===== src/rtl/mtep_pkg.sv =====
// Shared types and constants for the MIDI track event parser.
// No dependencies; imported by every module of the block.
`default_nettype none

package mtep_pkg;

    // Longest delta-time quantity, in bytes
    localparam logic [2:0] MAX_DELTA_BYTES = 3'd4;

    // Status and meta type codes
    localparam logic [7:0] ST_SYSEX     = 8'hF0;
    localparam logic [7:0] ST_SYSEX_ESC = 8'hF7;
    localparam logic [7:0] ST_META      = 8'hFF;
    localparam logic [7:0] ST_CHAN_LO   = 8'h80;
    localparam logic [7:0] ST_CHAN_HI   = 8'hEF;
    localparam logic [7:0] META_EOT     = 8'h2F;
    localparam logic [7:0] META_TEMPO   = 8'h51;
    localparam logic [7:0] META_TIMESIG = 8'h58;

    // Event kinds
    localparam logic [2:0] KIND_CHANNEL = 3'd0;
    localparam logic [2:0] KIND_SYSEX   = 3'd1;
    localparam logic [2:0] KIND_META    = 3'd2;
    localparam logic [2:0] KIND_TEMPO   = 3'd3;
    localparam logic [2:0] KIND_TIMESIG = 3'd4;
    localparam logic [2:0] KIND_EOT     = 3'd5;

    // Channel message types that matter to the parser
    localparam logic [2:0] MSG_PROGRAM    = 3'd4;
    localparam logic [2:0] MSG_CHAN_PRESS = 3'd5;
    localparam logic [2:0] MSG_BEND       = 3'd6;

    // Request held in the input register
    typedef struct packed {
        logic       valid;
        logic [7:0] track_byte;
        logic       track_start;
    } t_in_item;

    // One event record
    typedef struct packed {
        logic [2:0]  event_kind;
        logic [27:0] delta_ticks;
        logic [2:0]  message_type;
        logic [3:0]  channel;
        logic [7:0]  first_data;
        logic [7:0]  second_data;
        logic [13:0] bend_value;
        logic [23:0] tempo_us;
        logic [7:0]  payload_length;
        logic [7:0]  clocks_per_click;
        logic [7:0]  thirtyseconds_per_quarter;
    } t_result;

endpackage

`default_nettype wire


===== src/rtl/mtep_in_reg.sv =====
// Input register of the MIDI track event parser.
// Holds one accepted byte request until the parser takes it; uses mtep_pkg.
`default_nettype none

module mtep_in_reg (
    input  wire logic              i_clk,
    input  wire logic              i_rst_n,
    input  wire logic              i_valid,
    input  wire logic [7:0]        i_track_byte,
    input  wire logic              i_track_start,
    output logic                   o_stall,
    input  wire logic              i_take,
    output mtep_pkg::t_in_item     o_item
);
    import mtep_pkg::*;

    logic       r_valid;
    logic [7:0] r_byte;
    logic       r_start;

    // Stall only while a held request is not consumed this cycle
    assign o_stall = r_valid && !i_take;

    // Load a new request or drop the consumed one
    always_ff @(posedge i_clk) begin
        if (!i_rst_n) begin
            r_valid <= 1'b0;
        end else if (i_valid && !o_stall) begin
            r_valid <= 1'b1;
        end else if (i_take) begin
            r_valid <= 1'b0;
        end
    end

    // Capture the request payload on acceptance
    always_ff @(posedge i_clk) begin
        if (i_valid && !o_stall) begin
            r_byte  <= i_track_byte;
            r_start <= i_track_start;
        end
    end

    assign o_item = '{valid: r_valid, track_byte: r_byte, track_start: r_start};

endmodule

`default_nettype wire


===== src/rtl/mtep_parser.sv =====
// Parse state machine and result register of the MIDI track event parser.
// Consumes a byte per cycle from mtep_in_reg unless stalled; uses mtep_pkg.
`default_nettype none

module mtep_parser (
    input  wire logic              i_clk,
    input  wire logic              i_rst_n,
    input  wire mtep_pkg::t_in_item i_item,
    output logic                   o_take,
    input  wire logic              i_stall,
    output logic                   o_valid,
    output mtep_pkg::t_result      o_result
);
    import mtep_pkg::*;

    typedef enum logic [2:0] {
        PH_DELTA, PH_STATUS, PH_DATA1, PH_DATA2,
        PH_METATYPE, PH_LEN, PH_SKIP, PH_DONE
    } t_phase;

    t_phase      r_phase, cur_phase, n_phase;
    logic [27:0] r_delta, cur_delta, n_delta;
    logic [2:0]  r_cnt, cur_cnt, n_cnt;
    logic [7:0]  r_status, cur_status, n_status;
    logic [7:0]  r_hold [4];
    logic [7:0]  cur_hold [4];
    logic [7:0]  n_hold [4];
    logic [7:0]  r_skip, cur_skip, n_skip;
    logic [7:0]  r_meta, cur_meta, n_meta;
    logic [23:0] r_tempo, cur_tempo, n_tempo;
    logic [7:0]  r_len, cur_len, n_len;
    logic        r_out_valid;
    t_result     r_res, n_res;

    logic        emit_chan, emit_long, emit;
    logic [7:0]  b;
    logic [2:0]  msg_t;
    logic [7:0]  idx;
    logic        advance;

    assign b = i_item.track_byte;

    // Track start clears the parse state before the byte is used
    always_comb begin
        if (i_item.track_start) begin
            cur_phase  = PH_DELTA;
            cur_delta  = '0;
            cur_cnt    = '0;
            cur_status = '0;
            cur_skip   = '0;
            cur_meta   = '0;
            cur_tempo  = '0;
            cur_len    = '0;
            for (int k = 0; k < 4; k++) cur_hold[k] = '0;
        end else begin
            cur_phase  = r_phase;
            cur_delta  = r_delta;
            cur_cnt    = r_cnt;
            cur_status = r_status;
            cur_skip   = r_skip;
            cur_meta   = r_meta;
            cur_tempo  = r_tempo;
            cur_len    = r_len;
            for (int k = 0; k < 4; k++) cur_hold[k] = r_hold[k];
        end
    end

    assign msg_t = cur_status[6:4];
    assign idx   = cur_len - cur_skip;

    // Next state for one byte
    always_comb begin
        n_phase   = cur_phase;
        n_delta   = cur_delta;
        n_cnt     = cur_cnt;
        n_status  = cur_status;
        n_skip    = cur_skip;
        n_meta    = cur_meta;
        n_tempo   = cur_tempo;
        n_len     = cur_len;
        for (int k = 0; k < 4; k++) n_hold[k] = cur_hold[k];
        emit_chan = 1'b0;
        emit_long = 1'b0;

        unique case (cur_phase)
            PH_DELTA: begin
                n_delta = {cur_delta[20:0], b[6:0]};
                n_cnt   = cur_cnt + 3'd1;
                if (!b[7] || n_cnt >= MAX_DELTA_BYTES) begin
                    n_phase = PH_STATUS;
                end
            end
            PH_STATUS: begin
                for (int k = 0; k < 4; k++) n_hold[k] = '0;
                n_tempo = '0;
                n_meta  = '0;
                n_len   = '0;
                n_skip  = '0;
                priority if (b >= ST_CHAN_LO && b <= ST_CHAN_HI) begin
                    n_status = b;
                    n_phase  = PH_DATA1;
                end else if (b == ST_SYSEX || b == ST_SYSEX_ESC) begin
                    n_status = b;
                    n_phase  = PH_LEN;
                end else if (b == ST_META) begin
                    n_status = b;
                    n_phase  = PH_METATYPE;
                end else begin
                    // Drop a bad status byte and restart the delta time
                    n_delta = '0;
                    n_cnt   = '0;
                    n_phase = PH_DELTA;
                end
            end
            PH_DATA1: begin
                n_hold[0] = b;
                if (msg_t == MSG_PROGRAM || msg_t == MSG_CHAN_PRESS) begin
                    emit_chan = 1'b1;
                end else begin
                    n_phase = PH_DATA2;
                end
            end
            PH_DATA2: begin
                n_hold[1] = b;
                emit_chan = 1'b1;
            end
            PH_METATYPE: begin
                n_meta  = b;
                n_phase = PH_LEN;
            end
            PH_LEN: begin
                n_len  = b;
                n_skip = b;
                if (b == 8'd0) begin
                    emit_long = 1'b1;
                end else begin
                    n_phase = PH_SKIP;
                end
            end
            PH_SKIP: begin
                // Capture tempo and time signature payload bytes
                if (cur_status == ST_META && cur_meta == META_TEMPO && idx < 8'd3) begin
                    n_tempo = {cur_tempo[15:0], b};
                end
                if (cur_status == ST_META && cur_meta == META_TIMESIG && idx < 8'd4) begin
                    n_hold[idx[1:0]] = b;
                end
                n_skip = cur_skip - 8'd1;
                if (n_skip == 8'd0) begin
                    emit_long = 1'b1;
                end
            end
            PH_DONE: begin
                n_phase = PH_DONE;
            end
            default: begin
                n_phase = PH_DELTA;
            end
        endcase

        // Build the record from the updated state
        n_res = '0;
        n_res.delta_ticks = cur_delta;
        if (emit_chan) begin
            n_res.event_kind   = KIND_CHANNEL;
            n_res.message_type = msg_t;
            n_res.channel      = n_status[3:0];
            n_res.first_data   = n_hold[0];
            if (msg_t != MSG_PROGRAM && msg_t != MSG_CHAN_PRESS) begin
                n_res.second_data = n_hold[1];
            end
            if (msg_t == MSG_BEND) begin
                n_res.bend_value = {n_hold[1][6:0], n_hold[0][6:0]};
            end
        end
        if (emit_long) begin
            n_res.payload_length = n_len;
            priority if (n_status != ST_META) begin
                n_res.event_kind = KIND_SYSEX;
                n_res.first_data = n_status;
            end else if (n_meta == META_TEMPO) begin
                n_res.event_kind = KIND_TEMPO;
                n_res.first_data = n_meta;
                n_res.tempo_us   = n_tempo;
            end else if (n_meta == META_TIMESIG) begin
                n_res.event_kind                = KIND_TIMESIG;
                n_res.first_data                = n_hold[0];
                n_res.second_data               = n_hold[1];
                n_res.clocks_per_click          = n_hold[2];
                n_res.thirtyseconds_per_quarter = n_hold[3];
            end else if (n_meta == META_EOT) begin
                n_res.event_kind = KIND_EOT;
                n_res.first_data = n_meta;
            end else begin
                n_res.event_kind = KIND_META;
                n_res.first_data = n_meta;
            end
        end

        // Start the next event after a record
        if (emit_chan || emit_long) begin
            n_delta = '0;
            n_cnt   = '0;
            n_phase = (emit_long && n_status == ST_META && n_meta == META_EOT)
                      ? PH_DONE : PH_DELTA;
        end
    end

    assign emit    = emit_chan || emit_long;
    // Advance unless a record would land on a full, stalled result register
    assign advance = i_item.valid && !(emit && r_out_valid && i_stall);
    assign o_take  = advance;

    // Hold parse state and the result register
    always_ff @(posedge i_clk) begin
        if (!i_rst_n) begin
            r_phase     <= PH_DELTA;
            r_delta     <= '0;
            r_cnt       <= '0;
            r_status    <= '0;
            r_skip      <= '0;
            r_meta      <= '0;
            r_tempo     <= '0;
            r_len       <= '0;
            for (int k = 0; k < 4; k++) r_hold[k] <= '0;
            r_out_valid <= 1'b0;
        end else begin
            if (advance) begin
                r_phase  <= n_phase;
                r_delta  <= n_delta;
                r_cnt    <= n_cnt;
                r_status <= n_status;
                r_skip   <= n_skip;
                r_meta   <= n_meta;
                r_tempo  <= n_tempo;
                r_len    <= n_len;
                for (int k = 0; k < 4; k++) r_hold[k] <= n_hold[k];
            end
            if (advance && emit) begin
                r_out_valid <= 1'b1;
                r_res       <= n_res;
            end else if (!i_stall) begin
                r_out_valid <= 1'b0;
            end
        end
    end

    assign o_valid  = r_out_valid;
    assign o_result = r_res;

`ifndef SYNTHESIS
    // Delta byte count stays within the quantity limit
    a_cnt_range: assert property (@(posedge i_clk) disable iff (!i_rst_n)
        r_cnt <= MAX_DELTA_BYTES)
        else $error("delta byte count out of range");

    // A record never overwrites one that is still stalled
    a_no_overwrite: assert property (@(posedge i_clk) disable iff (!i_rst_n)
        (r_out_valid && i_stall) |=> (r_out_valid && $stable(r_res)))
        else $error("stalled record overwritten");

    // After a record the delta time restarts from zero
    a_delta_restart: assert property (@(posedge i_clk) disable iff (!i_rst_n)
        (advance && emit) |=> (r_delta == 28'd0 && r_cnt == 3'd0))
        else $error("delta not restarted after record");

    // End of track parks the parser
    a_eot_done: assert property (@(posedge i_clk) disable iff (!i_rst_n)
        (advance && emit && n_res.event_kind == KIND_EOT) |=> (r_phase == PH_DONE))
        else $error("end of track did not park parser");
`endif

endmodule

`default_nettype wire


===== src/rtl/midi_track_event_parser.sv =====
// Top level of the MIDI track event parser.
// Instantiates mtep_in_reg and mtep_parser; uses mtep_pkg.
//
// Takes one byte of MIDI track chunk data per request and returns one record
// per complete event (channel message, SysEx, tempo, time signature, other
// meta, end of track) with its decoded delta time. A byte request is taken on
// every clock, so the sustained rate is one byte per cycle; the request of an
// event's last byte goes through the input register, its record through the
// result register. Only a stalled output with a record waiting and another
// record due holds the input side. Running status is not decoded; after end
// of track all bytes are dropped until a byte arrives with track start set.
`default_nettype none

module midi_track_event_parser (
    input  wire logic        i_clk,
    input  wire logic        i_rst_n,
    input  wire logic        i_valid,
    output logic             o_stall,
    input  wire logic [7:0]  i_track_byte,
    input  wire logic        i_track_start,
    output logic             o_valid,
    input  wire logic        i_stall,
    output logic [2:0]       o_event_kind,
    output logic [27:0]      o_delta_ticks,
    output logic [2:0]       o_message_type,
    output logic [3:0]       o_channel,
    output logic [7:0]       o_first_data,
    output logic [7:0]       o_second_data,
    output logic [13:0]      o_bend_value,
    output logic [23:0]      o_tempo_us,
    output logic [7:0]       o_payload_length,
    output logic [7:0]       o_clocks_per_click,
    output logic [7:0]       o_thirtyseconds_per_quarter
);
    import mtep_pkg::*;

    t_in_item item;
    t_result  res;
    logic     take;

    // Hold the incoming byte request
    mtep_in_reg u_in_reg (
        .i_clk         (i_clk),
        .i_rst_n       (i_rst_n),
        .i_valid       (i_valid),
        .i_track_byte  (i_track_byte),
        .i_track_start (i_track_start),
        .o_stall       (o_stall),
        .i_take        (take),
        .o_item        (item)
    );

    // Parse and register the record
    mtep_parser u_parser (
        .i_clk    (i_clk),
        .i_rst_n  (i_rst_n),
        .i_item   (item),
        .o_take   (take),
        .i_stall  (i_stall),
        .o_valid  (o_valid),
        .o_result (res)
    );

    assign o_event_kind                = res.event_kind;
    assign o_delta_ticks               = res.delta_ticks;
    assign o_message_type              = res.message_type;
    assign o_channel                   = res.channel;
    assign o_first_data                = res.first_data;
    assign o_second_data               = res.second_data;
    assign o_bend_value                = res.bend_value;
    assign o_tempo_us                  = res.tempo_us;
    assign o_payload_length            = res.payload_length;
    assign o_clocks_per_click          = res.clocks_per_click;
    assign o_thirtyseconds_per_quarter = res.thirtyseconds_per_quarter;

endmodule

`default_nettype wire


===== config.mk =====
export PLATFORM = sky130hd
export DESIGN_NAME = midi_track_event_parser
export DESIGN_NICKNAME = d
export VERILOG_FILES = /design/src/rtl/mtep_pkg.sv /design/src/rtl/mtep_in_reg.sv /design/src/rtl/mtep_parser.sv /design/src/rtl/midi_track_event_parser.sv
export SDC_FILE = /design/constraint.sdc
export NUM_CORES = 1
export LEC_CHECK = 0
export BUFFER_PORTS_ARGS = -buffer_cell sky130_fd_sc_hd__buf_2
export CAP_MARGIN = 20
export CORE_AREA = 2 2 125 219
export CTS_CLUSTER_SIZE = 28
export DETAILED_ROUTE_END_ITERATION = 12
export DIE_AREA = 0 0 127 221
export GPL_TIMING_DRIVEN = 0
export PLACE_DENSITY = 0.64
export SLEW_MARGIN = 10
export SYNTH_ARGS = -nofsm -noshare
export SYNTH_HDL_FRONTEND = slang
export SYNTH_SLANG_ARGS = --single-unit

===== constraint.sdc =====
create_clock -name i_clk -period 9.7 [get_ports i_clk]
set_input_delay 1.94 -clock i_clk [delete_from_list [all_inputs] [get_ports i_clk]]
set_output_delay 1.94 -clock i_clk [all_outputs]
set_load 0.01 [all_outputs]

======== Word level (Yosys, flattened, before mapping) ========
Memory sizes are Yosys's and may differ from the RTL's.
Index checks and enable logic that the tools add are counted.
W data, S select, Z words.
word-level totals
  bits of input ports ..................... 13
  bits in read-only memories .............. 0
  register bits after elaboration ......... 217
  bits in writable memories ............... 32
  logic and storage cells ................. 176
  memories kept ........................... 1
  latch bits .............................. 0
  output and inout bits ................... 118
memories
  name             words  width  rd ports  clocked after memory_dff  write ports  line               RTL
  u_parser.r_hold  4      8      4         0                         4            mtep_parser.sv:25  logic [7:0] r_hold [4];
operators by class
  divide/modulo/power cells ............... 0
  shift operators ......................... 0
  reductions and logical operators ........ 33
  $add $sub $neg .......................... 3
  order comparisons ....................... 7
  mux-type cells .......................... 75
  bitwise gates (word level) .............. 8
  multipliers ............................. 0
  equality and inequality tests ........... 24
operator list
  kind                  number
  $mux W8               20
  $mux W28              5
  $pmux W8 S3           3
  $mux W32              2
  $pmux W28 S2          1
  $mux W24              2
  $mux W3               16
  $pmux W24 S2          1
  $eq A8 B8 Y1 const B  5
  $bwmux W32            1
  $eq A8 B7 Y1 const B  4
  $pmux W16 S2          1
  $pmux W8 S2           2
  $mux W30              1
  $eq A3 B3 Y1 const B  7
  $pmux W3 S6           1
  $demux W8 S2          1
  $logic_not A8 Y1      2
  $mux W16              1
  $logic_and A1 B1 Y1   15
  $mux W14              1
  $mux W1               12
  $eq A8 B6 Y1 const B  1
  $ge A8 B8 Y1 const B  1
  other kinds (27)      44

======== Longest topological paths before layout ========
Gate-level depths: netlist (run 1).
  depth in word-level cells ............... 16
  depth in mapped cells ................... 21

======== By module ========
A second synthesis (run 1) with hierarchy kept.
unflattened totals
  cell total of the unflattened synthesis .. 1,037
  area, all modules ....................... 11,626.2 um^2
modules (own cells, without submodules)
  module       area each (um^2)  times used  cells an instance
  mtep_parser  11,293.3          1           1,022
  mtep_in_reg  332.8             1           15

======== Worst setup path after synthesis (run 1) ========
OpenSTA, ideal clock, no wires.
  path kind ............................... register to register
  from .................................... reg u_in_reg.r_start
  to ...................................... reg u_parser.r_res, in the netlist u_parser.o_result[0] (enable)
  setup time .............................. 0.593 ns
  cell stages (with the launch flop) ...... 17
  buffers on the path ..................... 8
  data arrival time ....................... 8.526 ns
  setup slack ............................. 0.582 ns
  required time ........................... 9.107 ns
  clock period less this slack ............ 9.118 ns
  path through ............................ edfxtp_1 buf_2 buf_2 clkbuf_1 clkbuf_1 clkbuf_1 clkbuf_1 nand2b_1 ha_1 or3b_1 a221oi_1 nand4_1 o31a_1 buf_2 and2_1 buf_2 nor2_1
on the way
  word-level cells in the longest chain between the ends .. 12
  elaborated cells on any way between the ends .. 23
  classes of those cells .................. add/sub (1); eq/ne (6); mux (7); reduce/logical (9)
ends and longest elaborated chain
  item                                                    line                                    RTL
  start, declared                                         mtep_in_reg.sv:19                       logic r_start;
  start signal, assigned                                  mtep_in_reg.sv:39                       r_start <= i_track_start;
  $mux W8                                                 mtep_parser.sv:45                       if (i_item.track_start) begin
  $sub A8 B1 Y8 or $eq A3 B3 Y1 (tied branches)           mtep_parser.sv:148, mtep_parser.sv:117
  $logic_not A8 Y1 or $logic_or A1 B1 Y1 (tied branches)  mtep_parser.sv:149, mtep_parser.sv:117
  $mux W1, on equally long branches                       mtep_parser.sv:149, mtep_parser.sv:117
  $pmux W1 S2                                             mtep_parser.sv:85                       unique case (cur_phase)
  $logic_or A1 B1 Y1 *                                    mtep_parser.sv:209                      assign emit = emit_chan || emit_long;
  $logic_and A1 B1 Y1 (2 in a row)                        mtep_parser.sv:211                      assign advance = i_item.valid && !(emit && r_out_valid && i_stall);
  $logic_not A1 Y1                                        mtep_parser.sv:211
  $logic_and A1 B1 Y1                                     mtep_parser.sv:211
  $logic_and A1 B1 Y1 *                                   mtep_parser.sv:239                      if (advance && emit) begin
  $reduce_and A2 Y1 (no line) *                           n/a
  end signal, assigned                                    mtep_parser.sv:241                      r_res <= n_res;
  end, declared                                           mtep_parser.sv:33                       t_result r_res, n_res;
Mark *: on every way between the ends. The rest lies on a longest branch, timed or not.
A chain may end at the register's enable or synchronous reset.

======== Worst setup path after layout (run 1) ========
  from .................................... reg u_in_reg.r_start
  to ...................................... out o_stall
on the way
  word-level cells in the longest chain between the ends .. 12
  elaborated cells on any way between the ends .. 23
  classes of those cells .................. add/sub (1); eq/ne (6); mux (7); reduce/logical (9)
ends and longest elaborated chain
  item                                                    line                                    RTL
  $mux W8                                                 mtep_parser.sv:45
  $sub A8 B1 Y8 or $eq A3 B3 Y1 (tied branches)           mtep_parser.sv:148, mtep_parser.sv:117
  $logic_not A8 Y1 or $logic_or A1 B1 Y1 (tied branches)  mtep_parser.sv:149, mtep_parser.sv:117
  $mux W1, on equally long branches                       mtep_parser.sv:149, mtep_parser.sv:117
  $pmux W1 S2                                             mtep_parser.sv:85
  $logic_or A1 B1 Y1 *                                    mtep_parser.sv:209
  $logic_and A1 B1 Y1 * (2 in a row)                      mtep_parser.sv:211
  $logic_not A1 Y1 *                                      mtep_parser.sv:211
  $logic_and A1 B1 Y1 *                                   mtep_parser.sv:211
  $logic_not A1 Y1 *                                      mtep_in_reg.sv:22                       assign o_stall = r_valid && !i_take;
  $logic_and A1 B1 Y1 *                                   mtep_in_reg.sv:22
  end, declared                                           midi_track_event_parser.sv:18           output logic o_stall,
Marks and branches as above.

==> results of run 1 <==
[layer usage]
layer / GRT usage (%) / routed length [µm] / up-vias
met4: 14.5 / 2170 / 0
met3: 2.32 / 1530 / 104
met5: 0 / 0 / -
met2: 45.1 / 18400 / 347
met1: 26.3 / 12800 / 4548
li1: - / - / 4469
[cells by family after synthesis]
| kind of cell | after synthesis |
|---|---|
| XOR/XNOR | 9 |
| AND/OR/NAND/NOR | 459 |
| buffers and inverters | 104 |
| adder cells (fa/ha/maj) | 11 |
| flip-flops | 249 |
| multiplexers | 20 |
| AO/OA/AOI/OAI | 286 |
[flip-flops by register name, summed over array words and instances (netlist names)]
register and cells:
u_in_reg.r_byte 8, u_in_reg.r_start 1, u_in_reg.r_valid 1, u_parser.o_result 116, u_parser.o_valid 1, u_parser.r_cnt 3, u_parser.r_delta 28, u_parser.r_hold 32
u_parser.r_len 8, u_parser.r_meta 8, u_parser.r_phase 3, u_parser.r_skip 8, u_parser.r_status 8, u_parser.r_tempo 24
[power breakdown]
group | internal, mW | switching (mW)
registers | 1.13 | 0.00644
clock network | 0.521 | 0.406
logic | 0.0291 | 0.0926
total | 1.68 | 0.505
[layout make-up]
| class | instances | area (µm²) | share of cell area (%) |
|---|---|---|---|
| clock inverters | 13 | 123 | 0.903 |
| flip-flops and latches | 249 | 6560 | 48.3 |
| repair buffers | 136 | 728 | 5.36 |
| well taps | 324 | 405 | 2.98 |
| inverters | 21 | 78.8 | 0.580 |
| clock buffers | 29 | 638 | 4.70 |
| multi-input cells | 785 | 4720 | 34.7 |
| plain buffers | 83 | 335 | 2.47 |
[Yosys cell counts, types with 7 or more instances]
master / n / share of area [%]
a21o_1: 7 / 0.45
a21oi_1: 57 / 2.4
a22o_1: 59 / 4.4
a22oi_1: 43 / 2.8
a31oi_1: 10 / 0.54
and2_1: 28 / 1.5
and3_1: 8 / 0.43
buf_2: 16 / 0.69
clkbuf_1: 60 / 1.9
dfxtp_1: 92 / 16
edfxtp_1: 157 / 40
ha_1: 9 / 0.96
inv_1: 20 / 0.64
mux2i_1: 16 / 1.4
nand2_1: 97 / 3.1
nand2b_1: 21 / 1.1
nand3_1: 22 / 0.94
nor2_1: 167 / 5.4
nor2b_1: 56 / 3.0
nor3_1: 10 / 0.43
nor3b_1: 8 / 0.51
o21ai_0: 43 / 1.8
o22ai_1: 10 / 0.54
xnor2_1: 7 / 0.52
[path summary, 6_finish.rpt]
kind / slack (ps) / start / cells after the start / endpoint
setup / recovery: 1190 / u_in_reg.r_start / 18 / o_stall
setup reg to reg: 1770 / u_in_reg.r_start / 21 / u_parser.o_result[45]
hold reg to reg: 440 / u_parser.r_delta[13] / 2 / u_parser.r_delta[13]
hold / removal: 440 / u_parser.r_delta[13] / 2 / u_parser.r_delta[13]
[worst reg2reg max path, delay by kind of cell (launching register included)]
family / cells / cell delay [ps]
buffers and inverters: 12 / 4320
AO/OA/AOI/OAI: 3 / 1220
AND/OR/NAND/NOR: 5 / 1320
flip-flops: 1 / 470
adder cells (fa/ha/maj): 1 / 320
[metrics by stage]
stage	setup TNS (ps)	power [mW]
global route	0	2.25
global placement	-402740	1.28
detailed placement	0	1.28
CTS	0	2.20
floorplan	0	1.23
finish	0	2.18
==> reports/results.txt, run 1 <==
Buf/Inv on CP: 9
most used cell, CP: buf_2
cells after synthesis: 1138
share of the clock period used by the worst path: 87.8%
commonest non-fill, non-tap cell in the layout: nor2_1
Max stage delay cell, worst path: clkbuf_1
# clock sinks: 249
Via density: 5.77
xor/xnor share of the synthesized area: 0.675%
FILL cells: 2384
post-cts resize count: 0
detailed-placement wirelength estimate: 25.5 mm
fin cells: 1640
diode count: 0
CTS root buffer: clkbuf_16
Worst-Skew Late Latency: 540 ps
power per cell area: 161 mW/mm²
crit-path cells: buf_2 -> buf_2 -> clkbuf_1 -> clkbuf_1 -> clkbuf_1 -> clkbuf_1 -> nand2b_1 -> ha_1 -> or3b_1 -> a221oi_1 -> nand4_1 -> o31a_1 -> buf_2 -> and2_1 -> buf_2 -> nand2b_1 -> nor2_1 -> buf_2
sequential area share after synthesis: 56.1%
fin worst setup slack: 1190 ps
Detail Route Antenna Nets: 0
CTS tree: yes
Worst Skew: 19.3 ps
FF+latch count, synth: 249
initial antenna violation count: 0
CTS H-tree depth: 1
simple-gate share of the synthesized area: 19.4%
Rel. slew slack: 28.9%
startpoint types: flop
RSZ-0062 raised after global routing: false
minimum clock period: 8510 ps
critical path endpoint category: output port
Post-Syn Area: 0.0117 mm²
share of layout cells above drive strength 1: 16.0%
Arr. time, crit path: 6570 ps
die width: 127 µm
drt first pass iters: 5
Mapped Avg Cell Area: 10.3 µm²
# IOs: 131
Max VDD drop: 0.116 mV
Clock Path Buffers: 3
largest net degree at the start of global routing: 39
Final Max Tran Viols: 0
worst min path class: flop to flop
die area: 0.0281 mm²
Slew @ Worst Pin: 1060 ps
top_reg_cell synth: edfxtp_1
Fmax achieved: 117 MHz
Layout Area Growth over Synthesis: 16.3%
Placement Setup Slack: 1770 ps
Max Cap Viol: 0
setup violators final: 0
vias in the first global route: 9230
placed insts: 1596
Util after Layout: 51.7%
highest-count cells in the layout ignoring fill and taps: 166 x nor2_1, 157 x edfxtp_1, 147 x buf_2
CP max stage delay: 530 ps
chip height: 221 µm
Congestion Overflow GR: 0
crit-path leading delay family: buffers and inverters
Leak: 5.14 nW
Max FO, Critical Path: 10
Area after DPL: 0.0128 mm²
global-route wire length before repair: 52.9 mm
Syn. warnings: 0
DR vias: 9468
Remaining DRCs: 0
gr usage total: 24.3%
Post-CTS Hold Fix Bufs: 0
largest family of logic cells by synthesized area: simple AND/OR/NAND/NOR gates
Compound-Gate Fraction of Synth Area: 17.3%
DRT Wirelength: 34.9 mm
required time worst endpoint: 7760 ps
status: finished clean
mux cell area share after synthesis: 1.76%
cell row count: 79
adder-cell share of the synthesized area: 1.22%
wire per inst: 21.3 µm
Distinct cells, synth: 75
IO buf count: 130
design area: 0.0136 mm²
worst hold slack: 445 ps
Final Hold Viols: 0
Worst Path Class, Setup: flop to output port
Post-synth ARST share: 0%
initial DRC count: 781
final net count: 1322
CTS Buf Count: 23
EDFF count, synth: 157
Core ar.: 0.0263 mm²
Syn Nets: 1161
Starting Density: 44.4%
routability cong.: 0.919
number of setup buffers added after CTS: 0
clock slew at reported path FFs: 70 ps
(Power assumes the default switching activity.)
==> inputs of run 2 (changes only) <==
==> constraint.sdc (replaced) <==
create_clock -name i_clk -period 7.1 [get_ports i_clk]
set_input_delay 1.42 -clock i_clk [delete_from_list [all_inputs] [get_ports i_clk]]
set_output_delay 1.42 -clock i_clk [all_outputs]
set_load 0.01 [all_outputs]
==> reports/results.txt, run 2 (same netlist as run 1, synthesis figures left out) <==
status: finished clean
Core ar.: 0.0263 mm²
Power Total: 3.06 mW
Max stage delay cell, worst path: edfxtp_1
Clock power frac: 43.8%
Buf/Inv on CP: 7
most used cell, CP: buf_2
Worst Path Class, Setup: flop to output port
DRT Wirelength: 34.7 mm
Starting Density: 44.4%
die width: 127 µm
Fmax achieved: 148 MHz
Util after Layout: 51.9%
power per cell area: 224 mW/mm²
chip height: 221 µm
RSZ-0062 raised after global routing: false
design area: 0.0136 mm²
gr usage total: 24.4%
Leak: 5.15 nW
global-route wire length before repair: 53.3 mm
Post-CTS Hold Fix Bufs: 0
switch share: 22.5%
DR vias: 9478
Congestion Overflow GR: 0
wire per inst: 21.2 µm
Arr. time, crit path: 5360 ps
CTS root buffer: clkbuf_16
Clock Path Buffers: 3
detailed-placement wirelength estimate: 25.5 mm
minimum clock period: 6780 ps
startpoint types: flop
Worst Skew: 8.88 ps
CTS tree: yes
# clock sinks: 249
initial antenna violation count: 0
final net count: 1321
commonest non-fill, non-tap cell in the layout: nor2_1
Max Cap Viol: 0
Area after DPL: 0.0128 mm²
routability cong.: 0.958
initial DRC count: 685
largest net degree at the start of global routing: 39
setup TNS: 0 ps
Hold Path End: u_parser.r_delta[3]
required time worst endpoint: 5680 ps
WHS Path Cells: 2
critical path endpoint category: output port
r2r setup slk: 520 ps
drt first pass iters: 6
worst hold start: u_parser.r_delta[3]
# IOs: 131
Rel. slew slack: 27.0%
IO buf count: 130
R2R cell count: 16
Reg2Reg Launch Point: u_in_reg.r_start
Via density: 5.79
Max FO, Critical Path: 19
share of the clock period used by the worst path: 95.5%
Detail Route Antenna Nets: 0
Remaining DRCs: 0
vias in the first global route: 9314
setup violators final: 0
crit-path cells: buf_2 -> buf_2 -> clkbuf_1 -> clkbuf_4 -> nand2b_1 -> ha_1 -> or3b_1 -> a221oi_1 -> nand4_1 -> o31a_1 -> buf_2 -> and2_1 -> buf_2 -> nand2b_1 -> nor2_1 -> buf_2
sw power: 0.687 mW
combinational cell fraction of total power: 5.4%
cell internal pwr: 2.37 mW
Slew @ Worst Pin: 1080 ps
Final Max Tran Viols: 0
diode count: 0
register share of total power: 50.8%
Layout Area Growth over Synthesis: 16.7%
CTS H-tree depth: 1
cell row count: 79
CP max stage delay: 440 ps
highest-count cells in the layout ignoring fill and taps: 166 x nor2_1, 157 x edfxtp_1, 147 x buf_2
share of layout cells above drive strength 1: 16.3%
clock slew at reported path FFs: 60 ps
worst min path class: flop to flop
CTS Buf Count: 23
Max VDD drop: 0.204 mV
max FFs per register: 116
Worst R2R End: u_parser.o_result[7]
Final Hold Viols: 0
Worst-Skew Late Latency: 530 ps
crit-path leading delay family: buffers and inverters
die area: 0.0281 mm²
run 2: worst max path at each step:
stage	startpoint	to	slack (ps)	cells past startpoint
final	u_in_reg.r_start	o_stall	320	16
after global routing	u_in_reg.r_start	o_stall	60	16
after CTS	u_in_reg.r_start	o_stall	240	16
after detailed placement	u_in_reg.r_start	u_parser.o_result[43]	-650	20
after global placement	u_in_reg.r_start	u_parser.o_result[101]	-1490	18
after floorplan	u_in_reg.r_start	u_parser.o_result[0]	1260	16
run 2: layout make-up:
cell class / instances / area, µm²
clock inverter: 12 / 170
buffer: 81 / 332
clock buffer: 29 / 638
fill: 2398 / 12700
inverter: 21 / 78.8
sequential: 249 / 6560
timing repair buffer: 137 / 738
tap: 324 / 405
multi-input combinational: 785 / 4720
run 2: worst reg2reg max path, cell delays in order, from the launching register on:
cell       delay (ps)
edfxtp_1          440
buf_2             270
buf_2             420
clkbuf_1          410
clkbuf_1          560
clkbuf_1          610
nor2b_1           110
ha_1              310
or3_1             400
a2111oi_0         450
a41o_1            170
o2111ai_1         290
nor3_1            430
nor4b_1           590
buf_2             390
mux2_2            400
nor2_1            140
run 2: power by group through the flow:
stage	clock, mW	combinational, mW	sequential (mW)
2_1_floorplan	0	0.0993	1.58
3_3_place_gp	0	0.163	1.58
3_5_place_dp	0	0.164	1.58
4_1_cts	1.36	0.164	1.55
5_1_grt	1.42	0.177	1.55
6_report	1.34	0.166	1.55
run 2: timing repair:
| item | 4_1_cts | 5_1_grt |
|---|---|---|
| resized for setup | 1 | 2 |
| endpoints found under the setup margin | 122 | 33 |
| hold endpoints to repair | 0 | 0 |
| buffers inserted | 0 | 3 |
| pin swaps | 0 | 1 |
run 2: stage by stage:
step / hold slack, ps / worst slack, ps / cells
floorplan: 417 / 1260 / 1138
global placement: 425 / -1490 / 1592
detailed placement: 434 / -653 / 1596
CTS: 451 / 236 / 1635
global route: 472 / 64.8 / 1638
finish: 446 / 321 / 1638
run 2: routing by layer:
layer / vias up / routed length, µm / GRT usage, %
li1: 4466 / - / -
met1: 4576 / 12600 / 26.3
met2: 343 / 18800 / 45.9
met3: 93 / 1540 / 2.42
met4: 0 / 1820 / 13.2
met5: - / 0 / 0
